--- config.mk ---
export PLATFORM = sky130hd
export DESIGN_NAME = rbb_mean
export DESIGN_NICKNAME = d
export VERILOG_FILES = /design/src/hdl/rbb_pkg.sv /design/src/hdl/rbb_mean.sv
export SDC_FILE = /design/constraint.sdc
export NUM_CORES = 1
export LEC_CHECK = 0
export ABC_CLOCK_PERIOD_IN_PS = 1900
export BUFFER_PORTS_ARGS = -buffer_cell sky130_fd_sc_hd__buf_4
export CAP_MARGIN = 30
export CORE_AREA = 2 2 115 162
export CTS_CLUSTER_DIAMETER = 100
export DETAILED_ROUTE_END_ITERATION = 12
export DIE_AREA = 0 0 117 164
export PLACE_DENSITY = 0.66
export SLEW_MARGIN = 15
export SYNTH_ARGS = -nofsm -noshare
export SYNTH_HDL_FRONTEND = slang
export SYNTH_SLANG_ARGS = --single-unit
--- constraint.sdc ---
create_clock -name clk -period 1.9 [get_ports clk]
set_input_delay 0.38 -clock clk [delete_from_list [all_inputs] [get_ports clk]]
set_output_delay 0.38 -clock clk [all_outputs]
set_load 0.02 [all_outputs]
--- src/hdl/rbb_pkg.sv ---
// Shared types, register codes and constants for the 3x3 RGB box blur.
// Used by every module of the block but rbb_ram; depends on nothing.
package rbb_pkg;

	localparam int PIX_W      = 24;
	localparam int CHAN_W     = 8;
	localparam int SUM_W      = 12;
	localparam int ENTRY_W    = 2 * PIX_W;
	localparam int CFG_DATA_W = 16;
	localparam int WIDTH_W    = 12;
	localparam int HEIGHT_W   = 16;

	localparam logic [WIDTH_W-1:0]  WIDTH_RESET  = 12'd640;
	localparam logic [HEIGHT_W-1:0] HEIGHT_RESET = 16'd480;

	// floor(s / 9) == (s * 3641) >> 15 for every s below 32768
	localparam logic [SUM_W-1:0]  MEAN_RECIP = 12'd3641;
	localparam int                MEAN_SHIFT = 15;
	localparam logic [CHAN_W-1:0] PIX_MAX    = 8'hff;

	typedef enum logic [0:0] {
		REG_IMAGE_WIDTH  = 1'b0,
		REG_IMAGE_HEIGHT = 1'b1
	} cfg_reg_t;

	typedef logic [PIX_W-1:0] pix_t;

	typedef struct packed {
		logic              cmd;
		logic              frame_start;
		logic [CHAN_W-1:0] red_in;
		logic [CHAN_W-1:0] green_in;
		logic [CHAN_W-1:0] blue_in;
	} in_item_t;

	typedef struct packed {
		logic [CHAN_W-1:0] red_out;
		logic [CHAN_W-1:0] green_out;
		logic [CHAN_W-1:0] blue_out;
		logic              filtered;
		logic              frame_end;
	} out_item_t;

	// What the counters decided for one item
	typedef struct packed {
		logic emit;
		logic interior;
		logic last;
	} tag_t;

	typedef struct packed {
		tag_t tag;
		pix_t pix;
	} s1_item_t;

	typedef struct packed {
		logic [SUM_W-1:0] red;
		logic [SUM_W-1:0] green;
		logic [SUM_W-1:0] blue;
	} sum_t;

	typedef struct packed {
		logic interior;
		logic last;
		sum_t sum;
		pix_t center;
	} s2_item_t;

	// Truncated mean of nine channel values, clamped to the pixel range
	function automatic logic [CHAN_W-1:0] mean9(input logic [SUM_W-1:0] s);
		logic [2*SUM_W-1:0] prod;
		logic [2*SUM_W-MEAN_SHIFT-1:0] q;
		prod = {{SUM_W{1'b0}}, s} * {{SUM_W{1'b0}}, MEAN_RECIP};
		q = prod[2*SUM_W-1:MEAN_SHIFT];
		if (q > (2*SUM_W-MEAN_SHIFT)'(PIX_MAX)) begin
			return PIX_MAX;
		end
		return q[CHAN_W-1:0];
	endfunction

endpackage

--- src/hdl/rbb_mean.sv ---
// Divide-by-nine of the channel sums and the output register.
// Border items pass their center pixel. Uses rbb_pkg.
module rbb_mean (
	input  logic                 clk,
	input  logic                 arst_n,
	input  logic                 valid_s2,
	input  rbb_pkg::s2_item_t    item_s2,
	output logic                 s2_ready,
	output logic                 out_valid,
	input  logic                 out_stall,
	output rbb_pkg::out_item_t   out_data
);

	logic               out_valid_q;
	rbb_pkg::out_item_t out_data_q;
	logic               load;

	assign s2_ready = !out_valid_q || !out_stall;
	assign load     = valid_s2 && s2_ready;

	always_ff @(posedge clk or negedge arst_n) begin
		if (!arst_n) begin
			out_valid_q <= 1'b0;
		end else begin
			out_valid_q <= load || (out_valid_q && out_stall);
		end
	end

	// Result selection: mean for interior pixels, center pixel otherwise
	always_ff @(posedge clk) begin
		if (load) begin
			if (item_s2.interior) begin
				out_data_q.red_out   <= rbb_pkg::mean9(item_s2.sum.red);
				out_data_q.green_out <= rbb_pkg::mean9(item_s2.sum.green);
				out_data_q.blue_out  <= rbb_pkg::mean9(item_s2.sum.blue);
			end else begin
				out_data_q.red_out   <= item_s2.center[23:16];
				out_data_q.green_out <= item_s2.center[15:8];
				out_data_q.blue_out  <= item_s2.center[7:0];
			end
			out_data_q.filtered  <= item_s2.interior;
			out_data_q.frame_end <= item_s2.last;
		end
	end

	assign out_valid = out_valid_q;
	assign out_data  = out_data_q;

	// A result appears only after a stage 2 item was there to load it
	assert property (@(posedge clk) disable iff (!arst_n)
		$rose(out_valid_q) |-> $past(valid_s2))
		else $error("result without a stage 2 item");

endmodule

==> impl_metrics.csv <==
group,metric,value,unit
placed_design,dpl.cell_count,1356,
floorplanning,dieHeight,164,microns
clock_tree,cts_max_level,1,
grt,grt_busiest_layer,"met2",
logic_synthesis,ys.flop_type,"edfxtp_1",
logic_synthesis,ys_seq_area_share,10.3,%
logic_synthesis,synth_edf_count,26,
setup_path,required,1.93,ns
grt,antenna_found_initial,0,
power_and_ir_drop,ir_drop,0.000696,V
setup_path,criticalPathCategory,"input pin to flip-flop",
route,via_count,6859,
grt,grt_max_degree,22,
placed_design,routabilityCongestion,0.883,
final_layout,diodes,0,
power_and_ir_drop,power_density,1440,nW/um^2
route,antenna_left,0,
logic_synthesis,synthArstFlopShare,3.70,%
clock_tree,clockBufferDepth,2,
final_layout,n_fill_cell,1439,
route,wl_per_cell,14.7,microns
floorplanning,dieArea,19200,sq um
sta,slew_viol_final,0,
floorplanning,ios,94,
logic_synthesis,synth_fa_ha_area_share,55.9,%
floorplanning,die_w,117,microns
route,first_pass_iters,4,
grt,grt.overflow.total,0,
sta,rsz0062_at_grt,"yes",
clock_tree,cts_inserted_buffers,3,
logic_synthesis,synth_top_family_by_area,"adder cells",
route,drt-initial-drc-count,135,
clock_tree,clock_latency,0.28,ns
sta,final_hold_viol_count,0,
floorplanning,core,17800,sq um
sta,setup_viol_count_final,24,
route,drc,0,
min_path,min_path_type,"input pin to flip-flop",
final_layout,area_growth,42.8,%
grt,grt.met2_usage,43.8,%
logic_synthesis,synth_mux_area_share,0.128,%
grt,grt_use_met3,1.73,%
logic_synthesis,ys.warnings.count,0,
sta,setup_ws,-2.59,ns
clock_tree,cts_tree,"done",
final_layout,drive_gt1_share,37.5,%
logic_synthesis,synth-compound-area-share,13.3,%
grt,grt_util_all_layers,21.5,%
placed_design,portBuffers,93,
floorplanning,start_util,44.1,%
flow_run,drv_cap,0,
sta,slew_headroom,69.2,%
logic_synthesis,yosysUniqueCellTypes,52,
route,routed_wl,20200,microns
logic_synthesis,netlist_instances,816,
logic_synthesis,synth_fp_nets,1182,
final_layout,nNetsFinal,1496,
sta,max_clock_freq,222,MHz
final_layout,layout.cells.non_filler,1369,
clock_tree,cts-root-buf,"clkbuf_16",
logic_synthesis,ys_ff_latch,27,
logic_synthesis,yosys.area_share.simple,7.49,%
grt,grt_use_met1,21.5,%
setup_path,endpoint_kind,"flip-flop",
clock_tree,numClockSinks,27,
floorplanning,core.rowCount,58,
setup_path,cp_max_fo,7,
grt,grt_pass1_wl,32500,microns
sta,period_needed,4.49,ns
logic_synthesis,syn_area_per_cell,9.62,sq um
placed_design,hpwlAfterDp,17700,microns
sta,finalCritPeriodShare,237,%
power_and_ir_drop,leakagePower,0.00592,uW
logic_synthesis,synth_area,7850,sq um
run_status,failed_checks,"negative setup slack",
sta,tightestPinTransition,0.458,ns
setup_path,cp.arrival,4.53,ns
route,vias_per_cell,5.01,
run_status,status,"finished with violations",
grt,grt_pass1_vias,7384,
setup_path,worstSetupStartpointType,"input pin",
power_and_ir_drop,power.total,16100,uW
clock_tree,path_clk_slew,0.07,ns
sta,fin_skew,0.00265,ns
logic_synthesis,synthXorXnorAreaFrac,4.13,%
## cell usage in the layout (no fill, tap or decap), types with 9 or more instances in the layout
master	n
buf_4	306
ha_1	189
inv_1	143
fa_1	82
a21oi_1	37
nand2_1	27
edfxtp_1	26
ha_4	24
xor2_1	23
nor2_1	23
inv_2	22
a21o_1	20
o21ai_0	16
nand4_1	14
xnor2_1	13
nand3_1	9
a31oi_1	9
## power by group
| group | switching (uW) | internal (uW) |
|---|---|---|
| Sequential | 40.0 | 859 |
| Clock | 240 | 293 |
| Combinational | 7250 | 7470 |
## metal layers
layer  part of all wire (%)  routed length [microns]
met2                     58                    11700
met3                    2.3                      461
met5                      0                        0
met4                    3.4                      692
met1                     36                     7320
## through the flow
| stage | hold WS [ns] | area, sq um | util [%] | TNS [ns] | worst slack, ns |
|---|---|---|---|---|---|
| floorplan | 0.0844 | 7960 | - | -64.54 | -2.79 |
| global placement | 0.156 | 10500 | 59.3 | -70.41 | -3.05 |
| detailed placement | 0.156 | 10500 | 59.3 | -72.58 | -3.14 |
| CTS | 0.277 | 11000 | 61.6 | -60.65 | -2.62 |
| global route | 0.275 | 11200 | 63.0 | -63.96 | -2.76 |
| finish | 0.281 | 11200 | 63.0 | -60.51 | -2.59 |
## worst max-delay path: stages
cell     delay, ns
buf_4         0.09
inv_1         0.07
fa_1          0.54
inv_1         0.06
ha_4          0.24
ha_1          0.29
inv_1         0.08
fa_1          0.45
fa_1          0.54
inv_1         0.06
ha_4          0.23
a21o_1        0.18
a31oi_4       0.18
a21oi_2       0.08
o31a_1        0.27
nor3b_2       0.17
a211o_4       0.32
o32a_1        0.29
## registers in the layout, indices dropped and copies added (netlist names)
register / cells
out_data: 26
out_valid: 1
## area by class of cell
| class | instances | area, sq um | share of cell area [%] |
|---|---|---|---|
| multi-input combinational | 608 | 6900 | 61.5 |
| timing repair buffer | 319 | 2460 | 21.9 |
| sequential | 27 | 806 | 7.19 |
| inverter | 171 | 663 | 5.92 |
| tap | 240 | 300 | 2.68 |
| clock buffer | 3 | 75.1 | 0.670 |
| clock inverter | 1 | 8.76 | 0.0781 |
## synth_stat cells (6+ instances only)
| cell | instances | share of area, % |
|---|---|---|
| inv_1 | 171 | 8.2 |
| o22a_1 | 8 | 0.89 |
| nor2_1 | 26 | 1.2 |
| nand2b_1 | 6 | 0.48 |
| nand3_1 | 10 | 0.64 |
| clkbuf_1 | 8 | 0.38 |
| nor3_1 | 7 | 0.45 |
| o21ai_0 | 22 | 1.4 |
| ha_1 | 216 | 34 |
| a31oi_1 | 10 | 0.80 |
| a21o_1 | 20 | 1.9 |
| xor2_1 | 23 | 2.6 |
| fa_1 | 84 | 21 |
| a21oi_1 | 46 | 2.9 |
| nand2_1 | 27 | 1.3 |
| and2_1 | 6 | 0.48 |
| xnor2_1 | 14 | 1.6 |
| edfxtp_1 | 26 | 9.9 |
| o22a_2 | 6 | 0.77 |
| nand4_1 | 14 | 1.1 |
## repair_timing
item / in CTS / in global routing
hold endpoints to repair: 1 / 0
setup endpoints to repair: 24 / 24
pin swaps: 38 / 28
gates resized for setup: 57 / 50
gates cloned: 0 / 0
setup buffers: 4 / 6
hold buffers: 1 / 0
## cell families after synthesis
family / after synthesis
AOI/OAI and AO/OA: 154
xor gates and xnor gates: 37
adders and majority gates: 300
buffers and inverters: 181
DFF: 27
muxes: 1
and+or+nand+nor: 116
## path summary, 6_finish.rpt
path / to / slack, ns / depth (start not counted) / from
setup / recovery: out_data[9]$_DFFE_PP_ / -2.59 / 18 / item_s2[29]
hold reg to reg: out_valid$_DFF_PN0_ / 0.53 / 2 / out_valid$_DFF_PN0_
min in group asynchronous: out_valid$_DFF_PN0_ / 0.41 / 2 / arst_n
setup reg to reg: out_data[7]$_DFFE_PP_ / 0.65 / 3 / out_valid$_DFF_PN0_
max in group asynchronous: out_valid$_DFF_PN0_ / 1.41 / 2 / arst_n
hold / removal: out_data[0]$_DFFE_PP_ / 0.28 / 1 / item_s2[60]
Note: power is estimated with default switching activity, not from simulation.
