===== src/hdl/rbb_pkg.sv =====
// Shared types, register codes and constants for the 3x3 RGB box blur.
// Used by every module of the block but rbb_ram; depends on nothing.
package rbb_pkg;

	localparam int PIX_W      = 24;
	localparam int CHAN_W     = 8;
	localparam int SUM_W      = 12;
	localparam int ENTRY_W    = 2 * PIX_W;
	localparam int CFG_DATA_W = 16;
	localparam int WIDTH_W    = 12;
	localparam int HEIGHT_W   = 16;

	localparam logic [WIDTH_W-1:0]  WIDTH_RESET  = 12'd640;
	localparam logic [HEIGHT_W-1:0] HEIGHT_RESET = 16'd480;

	// floor(s / 9) == (s * 3641) >> 15 for every s below 32768
	localparam logic [SUM_W-1:0]  MEAN_RECIP = 12'd3641;
	localparam int                MEAN_SHIFT = 15;
	localparam logic [CHAN_W-1:0] PIX_MAX    = 8'hff;

	typedef enum logic [0:0] {
		REG_IMAGE_WIDTH  = 1'b0,
		REG_IMAGE_HEIGHT = 1'b1
	} cfg_reg_t;

	typedef logic [PIX_W-1:0] pix_t;

	typedef struct packed {
		logic              cmd;
		logic              frame_start;
		logic [CHAN_W-1:0] red_in;
		logic [CHAN_W-1:0] green_in;
		logic [CHAN_W-1:0] blue_in;
	} in_item_t;

	typedef struct packed {
		logic [CHAN_W-1:0] red_out;
		logic [CHAN_W-1:0] green_out;
		logic [CHAN_W-1:0] blue_out;
		logic              filtered;
		logic              frame_end;
	} out_item_t;

	// What the counters decided for one item
	typedef struct packed {
		logic emit;
		logic interior;
		logic last;
	} tag_t;

	typedef struct packed {
		tag_t tag;
		pix_t pix;
	} s1_item_t;

	typedef struct packed {
		logic [SUM_W-1:0] red;
		logic [SUM_W-1:0] green;
		logic [SUM_W-1:0] blue;
	} sum_t;

	typedef struct packed {
		logic interior;
		logic last;
		sum_t sum;
		pix_t center;
	} s2_item_t;

	// Truncated mean of nine channel values, clamped to the pixel range
	function automatic logic [CHAN_W-1:0] mean9(input logic [SUM_W-1:0] s);
		logic [2*SUM_W-1:0] prod;
		logic [2*SUM_W-MEAN_SHIFT-1:0] q;
		prod = {{SUM_W{1'b0}}, s} * {{SUM_W{1'b0}}, MEAN_RECIP};
		q = prod[2*SUM_W-1:MEAN_SHIFT];
		if (q > (2*SUM_W-MEAN_SHIFT)'(PIX_MAX)) begin
			return PIX_MAX;
		end
		return q[CHAN_W-1:0];
	endfunction

endpackage


===== src/hdl/rbb_window.sv =====
// 3x3 window registers, row store write-back with read forwarding,
// and the per-channel neighborhood sums. Uses rbb_pkg.
module rbb_window #(
	parameter int MAX_WIDTH = 2048
) (
	input  logic                              clk,
	input  logic                              arst_n,
	input  logic                              rd_en,
	input  logic [$clog2(MAX_WIDTH)-1:0]      rd_addr,
	input  logic                              valid_s1,
	input  logic [$clog2(MAX_WIDTH)-1:0]      addr_s1,
	input  rbb_pkg::s1_item_t                 item_s1,
	output logic                              s1_go,
	output logic                              ram_we,
	output logic [$clog2(MAX_WIDTH)-1:0]      ram_waddr,
	output logic [rbb_pkg::ENTRY_W-1:0]       ram_wdata,
	input  logic [rbb_pkg::ENTRY_W-1:0]       ram_rdata,
	input  logic                              s2_ready,
	output logic                              valid_s2,
	output rbb_pkg::s2_item_t                 item_s2
);

	localparam int PW = rbb_pkg::PIX_W;

	rbb_pkg::pix_t                 win_q [3][3];
	logic                          fwd_q;
	logic [rbb_pkg::ENTRY_W-1:0]   fwd_data_q;
	logic [rbb_pkg::ENTRY_W-1:0]   entry;
	rbb_pkg::pix_t                 above2, above1;
	logic                          leave;
	rbb_pkg::sum_t                 c0, c1, c2, total;

	function automatic rbb_pkg::sum_t col_sum(input rbb_pkg::pix_t t,
		input rbb_pkg::pix_t m, input rbb_pkg::pix_t b);
		rbb_pkg::sum_t s;
		s.red   = rbb_pkg::SUM_W'(t[23:16]) + rbb_pkg::SUM_W'(m[23:16])
			+ rbb_pkg::SUM_W'(b[23:16]);
		s.green = rbb_pkg::SUM_W'(t[15:8]) + rbb_pkg::SUM_W'(m[15:8])
			+ rbb_pkg::SUM_W'(b[15:8]);
		s.blue  = rbb_pkg::SUM_W'(t[7:0]) + rbb_pkg::SUM_W'(m[7:0])
			+ rbb_pkg::SUM_W'(b[7:0]);
		return s;
	endfunction

	// Row store entry: forwarded when it was written in the cycle of the read
	assign entry  = fwd_q ? fwd_data_q : ram_rdata;
	assign above2 = entry[2*PW-1:PW];
	assign above1 = entry[PW-1:0];

	// Stage 1 retires unless its result has nowhere to go
	assign s1_go = !item_s1.tag.emit || !valid_s2 || s2_ready;
	assign leave = valid_s1 && s1_go;

	// Write back: the middle row moves up, the new pixel becomes the middle row
	assign ram_we    = leave;
	assign ram_waddr = addr_s1;
	assign ram_wdata = {above1, item_s1.pix};

	always_ff @(posedge clk or negedge arst_n) begin
		if (!arst_n) begin
			fwd_q <= 1'b0;
		end else if (rd_en) begin
			fwd_q <= ram_we && (ram_waddr == rd_addr);
		end
	end

	always_ff @(posedge clk) begin
		if (rd_en) begin
			fwd_data_q <= ram_wdata;
		end
	end

	// Window shift: [column oldest..newest][row top..bottom]
	always_ff @(posedge clk or negedge arst_n) begin
		if (!arst_n) begin
			for (int c = 0; c < 3; c++) begin
				for (int r = 0; r < 3; r++) begin
					win_q[c][r] <= '0;
				end
			end
		end else if (leave) begin
			win_q[0]    <= win_q[1];
			win_q[1]    <= win_q[2];
			win_q[2][0] <= above2;
			win_q[2][1] <= above1;
			win_q[2][2] <= item_s1.pix;
		end
	end

	// Sums over the shifted window
	always_comb begin
		c0 = col_sum(win_q[1][0], win_q[1][1], win_q[1][2]);
		c1 = col_sum(win_q[2][0], win_q[2][1], win_q[2][2]);
		c2 = col_sum(above2, above1, item_s1.pix);
		total.red   = c0.red + c1.red + c2.red;
		total.green = c0.green + c1.green + c2.green;
		total.blue  = c0.blue + c1.blue + c2.blue;
	end

	// Stage 2: only items with a result enter
	always_ff @(posedge clk or negedge arst_n) begin
		if (!arst_n) begin
			valid_s2 <= 1'b0;
		end else begin
			valid_s2 <= (leave && item_s1.tag.emit) || (valid_s2 && !s2_ready);
		end
	end

	always_ff @(posedge clk) begin
		if (leave && item_s1.tag.emit) begin
			item_s2.interior <= item_s1.tag.interior;
			item_s2.last     <= item_s1.tag.last;
			item_s2.sum      <= total;
			item_s2.center   <= win_q[2][1];
		end
	end

	// Same-entry write and read in one cycle must select the forwarded data
	assert property (@(posedge clk) disable iff (!arst_n)
		rd_en && ram_we && (ram_waddr == rd_addr) |=> fwd_q)
		else $error("row store forwarding missed");

	// A waiting stage 2 item is held intact
	assert property (@(posedge clk) disable iff (!arst_n)
		valid_s2 && !s2_ready |=> valid_s2 && $stable(item_s2))
		else $error("stage 2 item changed while held");

endmodule


===== config.mk =====
export PLATFORM = sky130hd
export DESIGN_NAME = rbb_window
export DESIGN_NICKNAME = d
export VERILOG_FILES = /design/src/hdl/rbb_pkg.sv /design/src/hdl/rbb_window.sv
export SDC_FILE = /design/constraint.sdc
export NUM_CORES = 1
export LEC_CHECK = 0
export ABC_CLOCK_PERIOD_IN_PS = 6800
export BUFFER_PORTS_ARGS = -buffer_cell sky130_fd_sc_hd__buf_2
export CAP_MARGIN = 20
export CORE_ASPECT_RATIO = 1.75
export CORE_MARGIN = 5
export CORE_UTILIZATION = 58
export CTS_BUF_LIST = sky130_fd_sc_hd__clkbuf_16
export CTS_CLUSTER_SIZE = 20
export DETAILED_ROUTE_END_ITERATION = 10
export GPL_TIMING_DRIVEN = 0
export PLACE_DENSITY = 0.93
export SLEW_MARGIN = 20
export SYNTH_ARGS = -nofsm -noshare
export SYNTH_HDL_FRONTEND = slang
export SYNTH_SLANG_ARGS = --single-unit

===== constraint.sdc =====
create_clock -name clk -period 6.8 [get_ports clk]
set_clock_uncertainty 0.1 [all_clocks]
set_input_delay 1.02 -clock clk [delete_from_list [all_inputs] [get_ports clk]]
set_output_delay 1.02 -clock clk [all_outputs]
set_load 0.02 [all_outputs]

==> impl_metrics.yaml <==
flow_run:
  cap_viol_max_count: 0
clocking:
  cts.sinks: 256
  hold_buffers: 0
  numCtsBuffers: 24
  post_cts_buffers: 0
  cts_root_buf: "clkbuf_16"
  cts_tree: "done"
  cts_resized: 0
  cts_max_level: 1
  cts.clk_slew.worst_paths_ps: 60
  clock_latency_ps: 540
  cts_max_path_buffers: 3
global_routing:
  grt_pass1_wl_mm: 60.2
  grt_util_met2_pct: 48.0
  antenna_found_initial: 1
  gr-usage-met1_pct: 28.2
  grt_use_total_pct: 26.5
  met3_usage_pct: 4.04
  overflow: 0
  grt_busiest_layer: "met2"
  first_global_vias: 11374
  grt_max_degree: 93
timing:
  fin_ws_ps: 969
  relSlewSlack_pct: 37.6
  period_minus_slack_ps: 5830
  finalCritPeriodShare_pct: 85.8
  finalSetupViolations: 0
  worst_pin_slew_ps: 936
  hold_violations: 0
  fin_tns_setup_ps: 0
  slew_violations: 0
  grt_setup_unrepaired: "no"
  fmax_mhz: 171
synthesis:
  yosysWarningCount: 0
  ys_seq_area_share_pct: 46.7
  yosysUniqueCellTypes: 46
  synthFlopType: "dfrtp_1"
  syn-num-nets: 1558
  post-synth-top-area-cell: "dfrtp_1"
  syn_area_per_cell_um2: 11.9
  netlist_top_cells_count: "250 x inv_1, 178 x nand2_1, 162 x fa_1, 146 x dfrtp_1, 110 x edfxtp_1"
  synth_top_area_share_pct: 24.5
  synth_seq_cells: 256
  async_flop_share_pct: 57.0
  synth_edf_count: 110
  synthCells: 1255
  synth_area_leaders: "dfrtp_1 25%, edfxtp_1 22%, fa_1 22%"
  synth.most_common_cell: "inv_1"
  syn-cell-area_um2: 14900
placed_design:
  io_buffers: 225
  place_congestion: 0.889
  dp_hpwl_mm: 28.6
  dp_cells: 1798
  pre_cts_slack_ps: 947
worst_setup_path:
  crit_path_start_kind: "flop"
  path_max_fanout: 11
  crit_arrival_ps: 6010
  cp.required_ps: 6980
  cp-end-kind: "flop"
  crit_type: "reg2reg"
detailed_routing:
  drt_iter0_drc: 635
  avgRoutedWirePerCell_um: 21.0
  vias: 10103
  drc: 0
  post_drt_via_cell_ratio: 5.48
  routed_wl_mm: 38.7
  detail-route-antenna-nets: 0
  firstDrtPassIters: 5
floorplanning:
  core-area_um2: 25300
  die-area_um2: 29100
  rows: 77
  ios: 226
  start_util_pct: 58.8
  die_h_um: 222
  die_w_um: 131
layout:
  fillCellCount: 1673
  area_delta_synth_final_pct: 15.9
  drive_above_1_share_pct: 24.8
  final_cell_count_no_fill: 1844
  post-route-util_pct: 68.2
  finalNetCount: 1811
power:
  pwr_density_cell_nw_per_um2: 577
  p_leak_nw: 8.45
  max-vdd-ir-drop_v: 0.000641
worst_hold_path:
  hold_path.class: "in2async"
outcome:
  status: "finished, final reports clean"
## cell type report
class | count | area, um^2 | area share [%]
inverters | 251 | 942 | 5.45
diodes | 2 | 5.00 | 0.0290
clock inverters | 18 | 130 | 0.753
clock buffers | 26 | 651 | 3.76
multi-input cells | 655 | 6420 | 37.1
well taps | 316 | 395 | 2.29
repair buffers | 227 | 1190 | 6.86
plain buffers | 93 | 599 | 3.47
flip-flops and latches | 256 | 6960 | 40.3
## final timing paths
kind / from / cells past startpoint / to / slack [ps]
setup / recovery: fwd_q / 17 / item_s2[58] / 970
hold / removal: arst_n / 1 / win_q[110] / 300
setup reg to reg: fwd_q / 17 / item_s2[58] / 970
hold reg to reg: win_q[36] / 0 / item_s2[12] / 350
max in group asynchronous: arst_n / 2 / win_q[27] / 5490
min in group clk: win_q[36] / 0 / item_s2[12] / 350
## where the power goes
part,switching [mW],total (mW),internal [mW],leakage [nW]
Combinational,3.63,6.25,2.63,5.19
Clock,0.591,1.35,0.763,0.418
Sequential,0.129,2.37,2.24,2.84
## cell families (layout without fill, tap and decap cells)
family / count (synthesis) / count (layout) / share of synthesized area [%]
compound gates: 147 / 147 / 5.58
xor+xnor: 26 / 26 / 1.53
fa+ha+maj: 201 / 201 / 25.0
buf+inv: 344 / 615 / 10.3
flops: 256 / 256 / 46.7
mux: 70 / 70 / 5.27
other cells: 0 / 2 / 0
simple gates: 211 / 211 / 5.61
## stage by stage
step	total power, mW	cell area [um^2]	hold slack (ps)
after floorplan	6.89	14900	325
after global placement	8.06	16400	332
after detailed placement	8.47	16500	331
after CTS	9.94	17300	296
final	9.98	17300	297
after global routing	10.8	17300	314
## flip-flops by register name, indices dropped and copies added, names as in the netlist
register	flops
item_s2	62
win_q	144
fwd_q	1
fwd_data_q	48
valid_s2	1
## critical path: stages (launching register included)
cell and delay, ps:
dfrtp_1 370, buf_2 380, buf_2 480, mux2_1 480, fa_1 590, fa_1 460
fa_1 540, inv_1 40, fa_1 490, inv_1 50, ha_1 220, inv_1 100
fa_1 230, inv_1 60, a21o_1 200, a41o_1 250, o41a_1 320, xor2_1 160
## cell usage in the layout (no fill, tap or decap), types with 3 or more instances in the layout
cell,instances
inv_1,260
buf_2,246
nand2_1,178
fa_1,162
dfrtp_1,146
edfxtp_1,110
o21ai_1,64
buf_4,60
o21ai_0,45
ha_1,39
mux2_1,37
mux2_2,31
clkbuf_16,26
nor2_1,17
xnor2_1,16
clkbuf_1,11
xor2_1,10
a21oi_1,7
a211oi_1,6
o21a_1,5
a21o_1,4
o31a_1,3
nor4_1,3
## routing by layer
layer | part of all wire (%) | vias up | wire (um)
met5 | 0 | - | 0
met4 | 7.0 | 0 | 2710
met3 | 5.8 | 171 | 2230
met2 | 55 | 468 | 21100
met1 | 33 | 5077 | 12600
li1 | - | 4387 | -
(Power assumes the default switching activity.)
