$ cat src/hdl/rbb_pkg.sv
// Shared types, register codes and constants for the 3x3 RGB box blur.
// Used by every module of the block but rbb_ram; depends on nothing.
package rbb_pkg;

	localparam int PIX_W      = 24;
	localparam int CHAN_W     = 8;
	localparam int SUM_W      = 12;
	localparam int ENTRY_W    = 2 * PIX_W;
	localparam int CFG_DATA_W = 16;
	localparam int WIDTH_W    = 12;
	localparam int HEIGHT_W   = 16;

	localparam logic [WIDTH_W-1:0]  WIDTH_RESET  = 12'd640;
	localparam logic [HEIGHT_W-1:0] HEIGHT_RESET = 16'd480;

	// floor(s / 9) == (s * 3641) >> 15 for every s below 32768
	localparam logic [SUM_W-1:0]  MEAN_RECIP = 12'd3641;
	localparam int                MEAN_SHIFT = 15;
	localparam logic [CHAN_W-1:0] PIX_MAX    = 8'hff;

	typedef enum logic [0:0] {
		REG_IMAGE_WIDTH  = 1'b0,
		REG_IMAGE_HEIGHT = 1'b1
	} cfg_reg_t;

	typedef logic [PIX_W-1:0] pix_t;

	typedef struct packed {
		logic              cmd;
		logic              frame_start;
		logic [CHAN_W-1:0] red_in;
		logic [CHAN_W-1:0] green_in;
		logic [CHAN_W-1:0] blue_in;
	} in_item_t;

	typedef struct packed {
		logic [CHAN_W-1:0] red_out;
		logic [CHAN_W-1:0] green_out;
		logic [CHAN_W-1:0] blue_out;
		logic              filtered;
		logic              frame_end;
	} out_item_t;

	// What the counters decided for one item
	typedef struct packed {
		logic emit;
		logic interior;
		logic last;
	} tag_t;

	typedef struct packed {
		tag_t tag;
		pix_t pix;
	} s1_item_t;

	typedef struct packed {
		logic [SUM_W-1:0] red;
		logic [SUM_W-1:0] green;
		logic [SUM_W-1:0] blue;
	} sum_t;

	typedef struct packed {
		logic interior;
		logic last;
		sum_t sum;
		pix_t center;
	} s2_item_t;

	// Truncated mean of nine channel values, clamped to the pixel range
	function automatic logic [CHAN_W-1:0] mean9(input logic [SUM_W-1:0] s);
		logic [2*SUM_W-1:0] prod;
		logic [2*SUM_W-MEAN_SHIFT-1:0] q;
		prod = {{SUM_W{1'b0}}, s} * {{SUM_W{1'b0}}, MEAN_RECIP};
		q = prod[2*SUM_W-1:MEAN_SHIFT];
		if (q > (2*SUM_W-MEAN_SHIFT)'(PIX_MAX)) begin
			return PIX_MAX;
		end
		return q[CHAN_W-1:0];
	endfunction

endpackage

$ cat src/hdl/rbb_ctrl.sv
// Configuration registers, frame position counters and the row store read.
// Decides per item whether and how a result is produced. Uses rbb_pkg.
module rbb_ctrl #(
	parameter int MAX_WIDTH = 2048
) (
	input  logic                              clk,
	input  logic                              arst_n,
	input  logic                              cfg_we,
	input  rbb_pkg::cfg_reg_t                 cfg_index,
	input  logic [rbb_pkg::CFG_DATA_W-1:0]    cfg_data,
	input  logic                              in_valid,
	output logic                              in_stall,
	input  rbb_pkg::in_item_t                 in_data,
	input  logic                              s1_go,
	output logic                              rd_en,
	output logic [$clog2(MAX_WIDTH)-1:0]      rd_addr,
	output logic                              valid_s1,
	output logic [$clog2(MAX_WIDTH)-1:0]      addr_s1,
	output rbb_pkg::s1_item_t                 item_s1
);

	localparam int COL_W = $clog2(MAX_WIDTH);
	localparam int CNT_W = $clog2(MAX_WIDTH + 2);
	localparam int ROW_W = rbb_pkg::HEIGHT_W;

	logic [rbb_pkg::WIDTH_W-1:0] width_q;
	logic [ROW_W-1:0]            height_q;
	logic [COL_W-1:0]            in_col_q;
	logic [COL_W-1:0]            out_col_q;
	logic [ROW_W-1:0]            out_row_q;
	logic [CNT_W-1:0]            fill_q;

	logic [CNT_W-1:0] w;
	logic [CNT_W-1:0] ic0, ic1, ic_inc, ic_nxt;
	logic [CNT_W-1:0] oc0, oc1, oc_inc, oc_nxt;
	logic [CNT_W-1:0] fc0, fc_nxt;
	logic [ROW_W-1:0] or0, or1, or_nxt;
	logic [ROW_W:0]   or1_inc;
	logic             fill_full, emit, interior, last;
	logic             accept;
	rbb_pkg::pix_t    pix;

	// Configuration writes
	always_ff @(posedge clk or negedge arst_n) begin
		if (!arst_n) begin
			width_q  <= rbb_pkg::WIDTH_RESET;
			height_q <= rbb_pkg::HEIGHT_RESET;
		end else if (cfg_we) begin
			case (cfg_index)
				rbb_pkg::REG_IMAGE_WIDTH:  width_q  <= cfg_data[rbb_pkg::WIDTH_W-1:0];
				rbb_pkg::REG_IMAGE_HEIGHT: height_q <= cfg_data[ROW_W-1:0];
				default: ;
			endcase
		end
	end

	// Effective width: zero acts as one, large values are capped
	always_comb begin
		if (width_q == '0) begin
			w = CNT_W'(1);
		end else if (32'(width_q) > MAX_WIDTH) begin
			w = CNT_W'(MAX_WIDTH);
		end else begin
			w = CNT_W'(width_q);
		end
	end

	// Position of this item, with frame restart and wrap after a width change
	always_comb begin
		ic0 = in_data.frame_start ? '0 : CNT_W'(in_col_q);
		oc0 = in_data.frame_start ? '0 : CNT_W'(out_col_q);
		or0 = in_data.frame_start ? '0 : out_row_q;
		fc0 = in_data.frame_start ? '0 : fill_q;

		ic1 = (ic0 >= w) ? '0 : ic0;
		ic_inc = ic1 + 1'b1;
		ic_nxt = (ic_inc >= w) ? '0 : ic_inc;

		oc1 = (oc0 >= w) ? '0 : oc0;
		or1 = ((oc0 >= w) && (or0 < height_q)) ? or0 + 1'b1 : or0;
		oc_inc = oc1 + 1'b1;
		or1_inc = {1'b0, or1} + 1'b1;

		fill_full = fc0 >= (w + 1'b1);
		fc_nxt = fill_full ? fc0 : fc0 + 1'b1;
		emit = fill_full && (or1 < height_q);

		interior = emit && (or1 != '0) && (or1_inc < {1'b0, height_q})
			&& (oc1 != '0) && (oc_inc < w);
		last = emit && (or1_inc == {1'b0, height_q}) && (oc_inc == w);

		if (emit) begin
			oc_nxt = (oc_inc >= w) ? '0 : oc_inc;
			or_nxt = (oc_inc >= w) ? or1_inc[ROW_W-1:0] : or1;
		end else begin
			oc_nxt = oc1;
			or_nxt = or1;
		end

		pix = in_data.cmd ? '0 : {in_data.red_in, in_data.green_in, in_data.blue_in};
	end

	// Input handshake: take an item whenever stage 1 is free or draining
	assign in_stall = valid_s1 && !s1_go;
	assign accept   = in_valid && !in_stall;
	assign rd_en    = accept;
	assign rd_addr  = ic1[COL_W-1:0];

	// Counters and stage 1 control
	always_ff @(posedge clk or negedge arst_n) begin
		if (!arst_n) begin
			in_col_q  <= '0;
			out_col_q <= '0;
			out_row_q <= '0;
			fill_q    <= '0;
			valid_s1  <= 1'b0;
		end else begin
			if (accept) begin
				in_col_q  <= ic_nxt[COL_W-1:0];
				out_col_q <= oc_nxt[COL_W-1:0];
				out_row_q <= or_nxt;
				fill_q    <= fc_nxt;
			end
			valid_s1 <= accept || (valid_s1 && !s1_go);
		end
	end

	// Stage 1 payload
	always_ff @(posedge clk) begin
		if (accept) begin
			addr_s1               <= ic1[COL_W-1:0];
			item_s1.pix           <= pix;
			item_s1.tag.emit      <= emit;
			item_s1.tag.interior  <= interior;
			item_s1.tag.last      <= last;
		end
	end

	// A held item keeps its row store address and payload
	assert property (@(posedge clk) disable iff (!arst_n)
		valid_s1 && !s1_go |=> valid_s1 && $stable(addr_s1) && $stable(item_s1))
		else $error("stage 1 item changed while held");

	// An averaged pixel is never the last pixel of a frame
	assert property (@(posedge clk) disable iff (!arst_n)
		valid_s1 && item_s1.tag.interior |-> item_s1.tag.emit && !item_s1.tag.last)
		else $error("interior tag on a non-result or last item");

endmodule

$ cat config.mk
export PLATFORM = sky130hd
export DESIGN_NAME = rbb_ctrl
export DESIGN_NICKNAME = d
export VERILOG_FILES = /design/src/hdl/rbb_pkg.sv /design/src/hdl/rbb_ctrl.sv
export SDC_FILE = /design/constraint.sdc
export NUM_CORES = 1
export LEC_CHECK = 0
export CAP_MARGIN = 5
export CORE_MARGIN = 2
export CORE_UTILIZATION = 55
export CTS_CLUSTER_SIZE = 12
export DETAILED_ROUTE_END_ITERATION = 6
export DONT_BUFFER_PORTS = 1
export PLACE_DENSITY_LB_ADDON = 0.25
export RECOVER_POWER = 100
export SLEW_MARGIN = 20
export SYNTH_ARGS = -nofsm -noshare
export SYNTH_HDL_FRONTEND = slang
export SYNTH_SLANG_ARGS = --single-unit
$ cat constraint.sdc
create_clock -name clk -period 5.8 [get_ports clk]
set_input_delay 0.87 -clock clk [delete_from_list [all_inputs] [get_ports clk]]
set_output_delay 0.87 -clock clk [all_outputs]
set_load 0.02 [all_outputs]
==> flow_summary.json, run 1 <==
{
  "fp-row-count": 47,
  "synth.most_common_cell": "ha_1",
  "seq_area_frac_synth_pct": 34.3,
  "synth.area.top_cells": "dfrtp_1 20%, ha_1 16%, edfxtp_1 13%",
  "p_leak_nw": 4.68,
  "drcViolationCount": 0,
  "place.gp.congestion": 0.944,
  "drt_iter0_drc": 590,
  "initial_core_util_pct": 55.6,
  "use_met3_pct": 6.55,
  "fmax_mhz": 181,
  "synth.distinct_cells": 69,
  "synth_edf_count": 38,
  "core_area_mm2": 0.0164,
  "power_density_mw_per_mm2": 249,
  "dp_hpwl_um": 17500,
  "grt.busiest_layer": "met2",
  "crit_type": "flip-flop to flip-flop",
  "grt_pass1_vias": 7121,
  "syn_area_mm2": 0.00912,
  "maxCapViolCount": 1,
  "peakVddDrop_mv": 0.233,
  "fin_skew_ns": 0.0119,
  "tritoncts": "built",
  "hold_ws_ns": 0.134,
  "dr.pass1.iters": 5,
  "dieArea_mm2": 0.0176,
  "grtUsageTotal_pct": 27.1,
  "grt_max_degree": 80,
  "routed_wl_um": 23400,
  "avgRoutedWirePerCell_um": 19.1,
  "clock_latency_ns": 0.43,
  "syn_inst": 960,
  "portBuffers": 0,
  "post-route-period-util_pct": 95.2,
  "synth.top_cell.area_share_pct": 20.0,
  "grt_pass1_wl_um": 37600,
  "ys_top_cells_by_count": "113 x ha_1, 90 x nand2_1, 77 x nor2b_1",
  "cts_root_buffer": "clkbuf_16",
  "syn_nets": 1121,
  "die-width_um": 133,
  "syn_avg_cell_area_um2": 9.50,
  "yosys_warnings": 0,
  "fillerInstances": 1362,
  "outcome": "finished, violations left",
  "drv_slew": 42,
  "cts_num_sinks": 117,
  "setup_viol": 0,
  "maxSlewHeadroom_pct": -57.4,
  "vias": 7415,
  "antenna_found_initial": 0,
  "grt.met1_usage_pct": 39.4,
  "hp-class": "primary input to asynchronous set/reset pin",
  "crit_path_end_kind": "flip-flop",
  "htree_levels": 4,
  "worst_slew_pin_slew_ns": 2.36,
  "ys.flop_type": "dfrtp_1",
  "cp-start-kind": "flip-flop",
  "layout_min_cycle_time_ns": 5.52,
  "violations": "max-capacitance violations, max-slew violations",
  "utilization_pct": 63.0,
  "gr-usage-met2_pct": 40.1,
  "io_pins": 100,
  "arrival_ns": 5.88,
  "die_h_um": 133,
  "async_flop_share_pct": 67.5,
  "synth.largest_area_cell": "dfrtp_1",
  "syn2layout_area_growth_pct": 13.3,
  "cts_buffers": 17,
  "required_ns": 6.16,
  "drive_gt1_share_pct": 14.5,
  "postRouteAntennaNets": 0,
  "clkSlewWorstSetupHoldPaths_ns": 0.06,
  "reg2reg_depth": 25,
  "diodes": 0,
  "crit_fanout": 6,
  "grt_overflow_total": 0,
  "clockBufferDepth": 2,
  "via_per_inst": 6.04,
  "ys_ff_latch": 117,
  "final_nets": 1155,
  "hold_viol": 0
}
## sequential cells by signal (all words and copies together), names as in the netlist, 11 cells and up
register	cells
width_q	12
out_col_q	11
in_col_q	11
out_row_q	16
addr_s1	11
height_q	16
item_s1	27
fill_q	12
## worst paths after layout
kind	to	slack, ns	from
worst max-delay path	in_col_q[8]	0.28	width_q[3]
worst min-delay path	out_row_q[5]	0.13	arst_n
worst max register to register	in_col_q[8]	0.28	width_q[3]
worst min register to register	out_row_q[15]	0.50	out_row_q[15]
max in group asynchronous	height_q[6]	5.45	arst_n
min in group clk	out_row_q[15]	0.50	out_row_q[15]
## per-layer routing
layer  part of all wire [%]  vias up  wire, µm
met4                    1.5        0       360
met5                      0        -         0
met1                     48     3555     11200
li1                       -     3559         -
met3                    7.4       31      1750
met2                     43      270     10200
## power by group
group / internal [mW] / switching (mW) / total, mW
clock: 0.692 / 0.389 / 1.08
combinational: 0.207 / 0.281 / 0.488
sequential: 0.931 / 0.0696 / 1.00
total: 1.83 / 0.739 / 2.57
## critical path, cell delays in order (launching register included)
cell	delay (ns)
dfrtp_1	0.41
nor4_1	0.26
nand3_1	0.14
a21o_1	0.22
inv_2	0.12
ha_1	0.24
nand2b_1	0.15
a21o_1	0.19
a21o_1	0.17
a21o_1	0.17
a221o_1	0.39
a31oi_4	0.20
and2_4	0.26
ha_1	0.22
and4_1	0.25
nand2_1	0.13
nor3_2	0.22
nand2b_1	0.15
a21oi_1	0.08
ha_1	0.35
a21o_1	0.21
a211oi_4	0.26
o21a_1	0.21
a31oi_4	0.08
a211oi_2	0.25
a21o_1	0.11
## cell usage in the layout, fill, tap and decap left out, types with 34 or more instances in the layout
master / netlist / routed
ha_1: 113 / 111
o21ai_0: 37 / 37
nor2_1: 35 / 34
xor2_1: 36 / 36
nor2b_1: 77 / 77
buf_4: 1 / 49
inv_1: 43 / 42
dfrtp_1: 73 / 73
edfxtp_1: 38 / 38
nand2_1: 90 / 90
xnor2_1: 38 / 37
## cell type report
cell class	instances	area, µm²	area share [%]
clock inverter	8	93.8	0.908
clock buffer	24	504	4.88
sequential	117	3130	30.3
tap	220	275	2.66
timing repair buffer	50	372	3.60
multi-input combinational	763	5790	56.1
inverter	45	169	1.64
## through the flow
step           setup TNS (ns)  std cells  cell area (µm²)  total power [mW]  setup WS, ns
2_1_floorplan         -0.0124        960             9230              1.35       -0.0124
6_report                    0       1227            10300              2.57         0.280
5_1_grt               -0.0735       1227            10300              2.68       -0.0303
4_1_cts                     0       1223            10300              2.57        0.0715
3_3_place_gp                0       1191             9680              1.47         0.148
3_5_place_dp                0       1191             9680              1.49        0.0850
## cells by family after synthesis
family	share of synthesized area (%)
buffers and inverters	3.39
xor gates and xnor gates	7.46
adders and majority gates	15.5
and+or+nand+nor	22.8
AOI/OAI and AO/OA	12.7
DFF	34.3
muxes	3.91
## timing repair
| item | CTS | global route |
|---|---|---|
| setup buffers | 0 | 4 |
| endpoints found under the setup margin | 0 | 39 |
| hold buffers | 0 | 0 |
| gates resized for setup | 0 | 9 |
| hold endpoints to repair | 0 | 0 |
No activity file was read; power rests on OpenSTA's default activity.
==> inputs of run 2 (changes only) <==
--- a/config.mk
+++ b/config.mk
@@ -6,6 +6,7 @@
 export NUM_CORES = 1
 export LEC_CHECK = 0
 export CAP_MARGIN = 5
+export CORE_ASPECT_RATIO = 1.4
 export CORE_MARGIN = 2
 export CORE_UTILIZATION = 55
 export CTS_CLUSTER_SIZE = 12
==> run 2 against run 1 <==
Against the previous run: the run now ends clean; non-clock buffer count decreased by 4; clock-buffer cell count decreased by 7; global-route usage increased by 0.96 points; critical endpoint is now out_row_q[14]; highest routed layer unchanged.
==> flow_summary.json, run 2 (same netlist as run 1, synthesis figures left out) <==
{
  "clkSlewWorstSetupHoldPaths_ns": 0.06,
  "cp-start-kind": "flip-flop",
  "arrival_ns": 5.76,
  "required_ns": 6.12,
  "portBuffers": 0,
  "p_leak_nw": 4.64,
  "multi_input_area_mm2": 0.00583,
  "htree_levels": 4,
  "cts_root_buffer": "clkbuf_16",
  "drive_gt1_share_pct": 15.5,
  "dr.pass1.iters": 5,
  "drv_slew": 0,
  "fin_skew_ns": 0.0126,
  "layout_common_cells": "111 x ha_1, 88 x nand2_1, 77 x nor2b_1, 73 x dfrtp_1, 44 x buf_4",
  "grt_pass1_wl_um": 38700,
  "peakVddDrop_mv": 0.213,
  "initial_core_util_pct": 56.4,
  "placed_area_mm2": 0.00962,
  "cts_num_sinks": 117,
  "dp_hpwl_um": 18100,
  "diodes": 0,
  "cts_buffers": 17,
  "vias": 7387,
  "hold_viol": 0,
  "grt_pass1_vias": 7800,
  "crit_fanout": 5,
  "cts_hold_buf": 0,
  "power_density_mw_per_mm2": 246,
  "cp_slowest_cell": "a2111o_1",
  "crit_path_end_kind": "flip-flop",
  "design_area_mm2": 0.0103,
  "maxSlewHeadroom_pct": 28.8,
  "p_total_mw": 2.53,
  "slowest_delay_ns": 0.42,
  "clockBufferDepth": 2,
  "die-width_um": 113,
  "placed_cells": 1166,
  "largest_reg_flops": 27,
  "final-seq-area_mm2": 0.00313,
  "maxCapViolCount": 0,
  "setup_viol": 0,
  "post-route-period-util_pct": 93.9,
  "hold_ws_ns": 0.134,
  "top_regs": "item_s1: 27 flops, height_q: 16 flops, out_row_q: 16 flops",
  "crit_type": "flip-flop to flip-flop",
  "grt_max_degree": 80,
  "fp-row-count": 55,
  "drt_iter0_drc": 464,
  "via_per_inst": 6.15,
  "worst_slew_pin_slew_ns": 1.07,
  "top_register": "item_s1",
  "layout_min_cycle_time_ns": 5.45,
  "drcViolationCount": 0,
  "place.gp.congestion": 0.913,
  "outcome": "finished, final reports clean",
  "core_area_mm2": 0.0162,
  "clock_latency_ns": 0.43,
  "tritoncts": "built",
  "dieArea_mm2": 0.0176,
  "routed_wl_um": 24000,
  "fmax_mhz": 184,
  "fillerInstances": 1295,
  "utilization_pct": 63.7,
  "grt_overflow_total": 0,
  "antenna_found_initial": 0,
  "grtUsageTotal_pct": 28.1,
  "final_nets": 1151,
  "syn2layout_area_growth_pct": 12.9,
  "final_cell_count_no_fill": 1202,
  "hp-class": "primary input to asynchronous set/reset pin",
  "io_pins": 100,
  "avgRoutedWirePerCell_um": 20.0,
  "final_common_cell": "ha_1",
  "postRouteAntennaNets": 0,
  "die_h_um": 156
}
run 2: area by class of cell:
type / count / area share [%]
Multi-Input combinational cell: 763 / 56.6
Sequential cell: 117 / 30.4
Clock buffer: 17 / 4.13
Timing Repair Buffer: 46 / 3.35
Tap cell: 199 / 2.42
Inverter: 45 / 1.64
Clock inverter: 15 / 1.52
run 2: per-layer routing:
layer | global-route usage, % | part of all wire [%]
met1 | 29.0 | 37
met2 | 52.1 | 54
met3 | 5.11 | 4.1
met4 | 16.9 | 5.5
met5 | 0 | 0
run 2: repair_timing:
action / 4_1_cts / 5_1_grt
setup endpoints to repair: 0 / 40
resized for setup: 0 / 17
setup buffers: 0 / 4
run 2: worst paths after layout:
check,from,endpoint,slack [ns],cells after the start
worst min-delay path,arst_n,out_row_q[9],0.13,0
max in group asynchronous,arst_n,width_q[9],5.48,0
worst max-delay path,width_q[6],out_row_q[14],0.35,27
worst min register to register,height_q[13],height_q[13],0.51,1
min in group clk,height_q[13],height_q[13],0.51,1
worst max register to register,width_q[6],out_row_q[14],0.35,27
run 2: worst max-delay path, delay by kind of cell (launching register included):
family / cells / cell delay [ns]
muxes: 1 / 0.18
adders and majority gates: 3 / 0.75
and+or+nand+nor: 14 / 2.20
xor gates and xnor gates: 1 / 0.15
AOI/OAI and AO/OA: 5 / 1.27
DFF: 1 / 0.41
buffers and inverters: 3 / 0.36
run 2: where the power goes:
group / leakage [nW] / switching [mW] / internal (mW)
Clock: 0.278 / 0.445 / 0.608
Sequential: 1.40 / 0.0730 / 0.930
Combinational: 2.96 / 0.274 / 0.203
Total: 4.64 / 0.792 / 1.74
run 2: stage by stage:
step | worst slack [ns] | TNS, ns
after CTS | 0.0105 | 0
after detailed placement | 0.0509 | 0
final | 0.354 | 0
after global routing | -0.0712 | -0.288
after global placement | 0.0892 | 0
after floorplan | -0.0124 | -0.0124
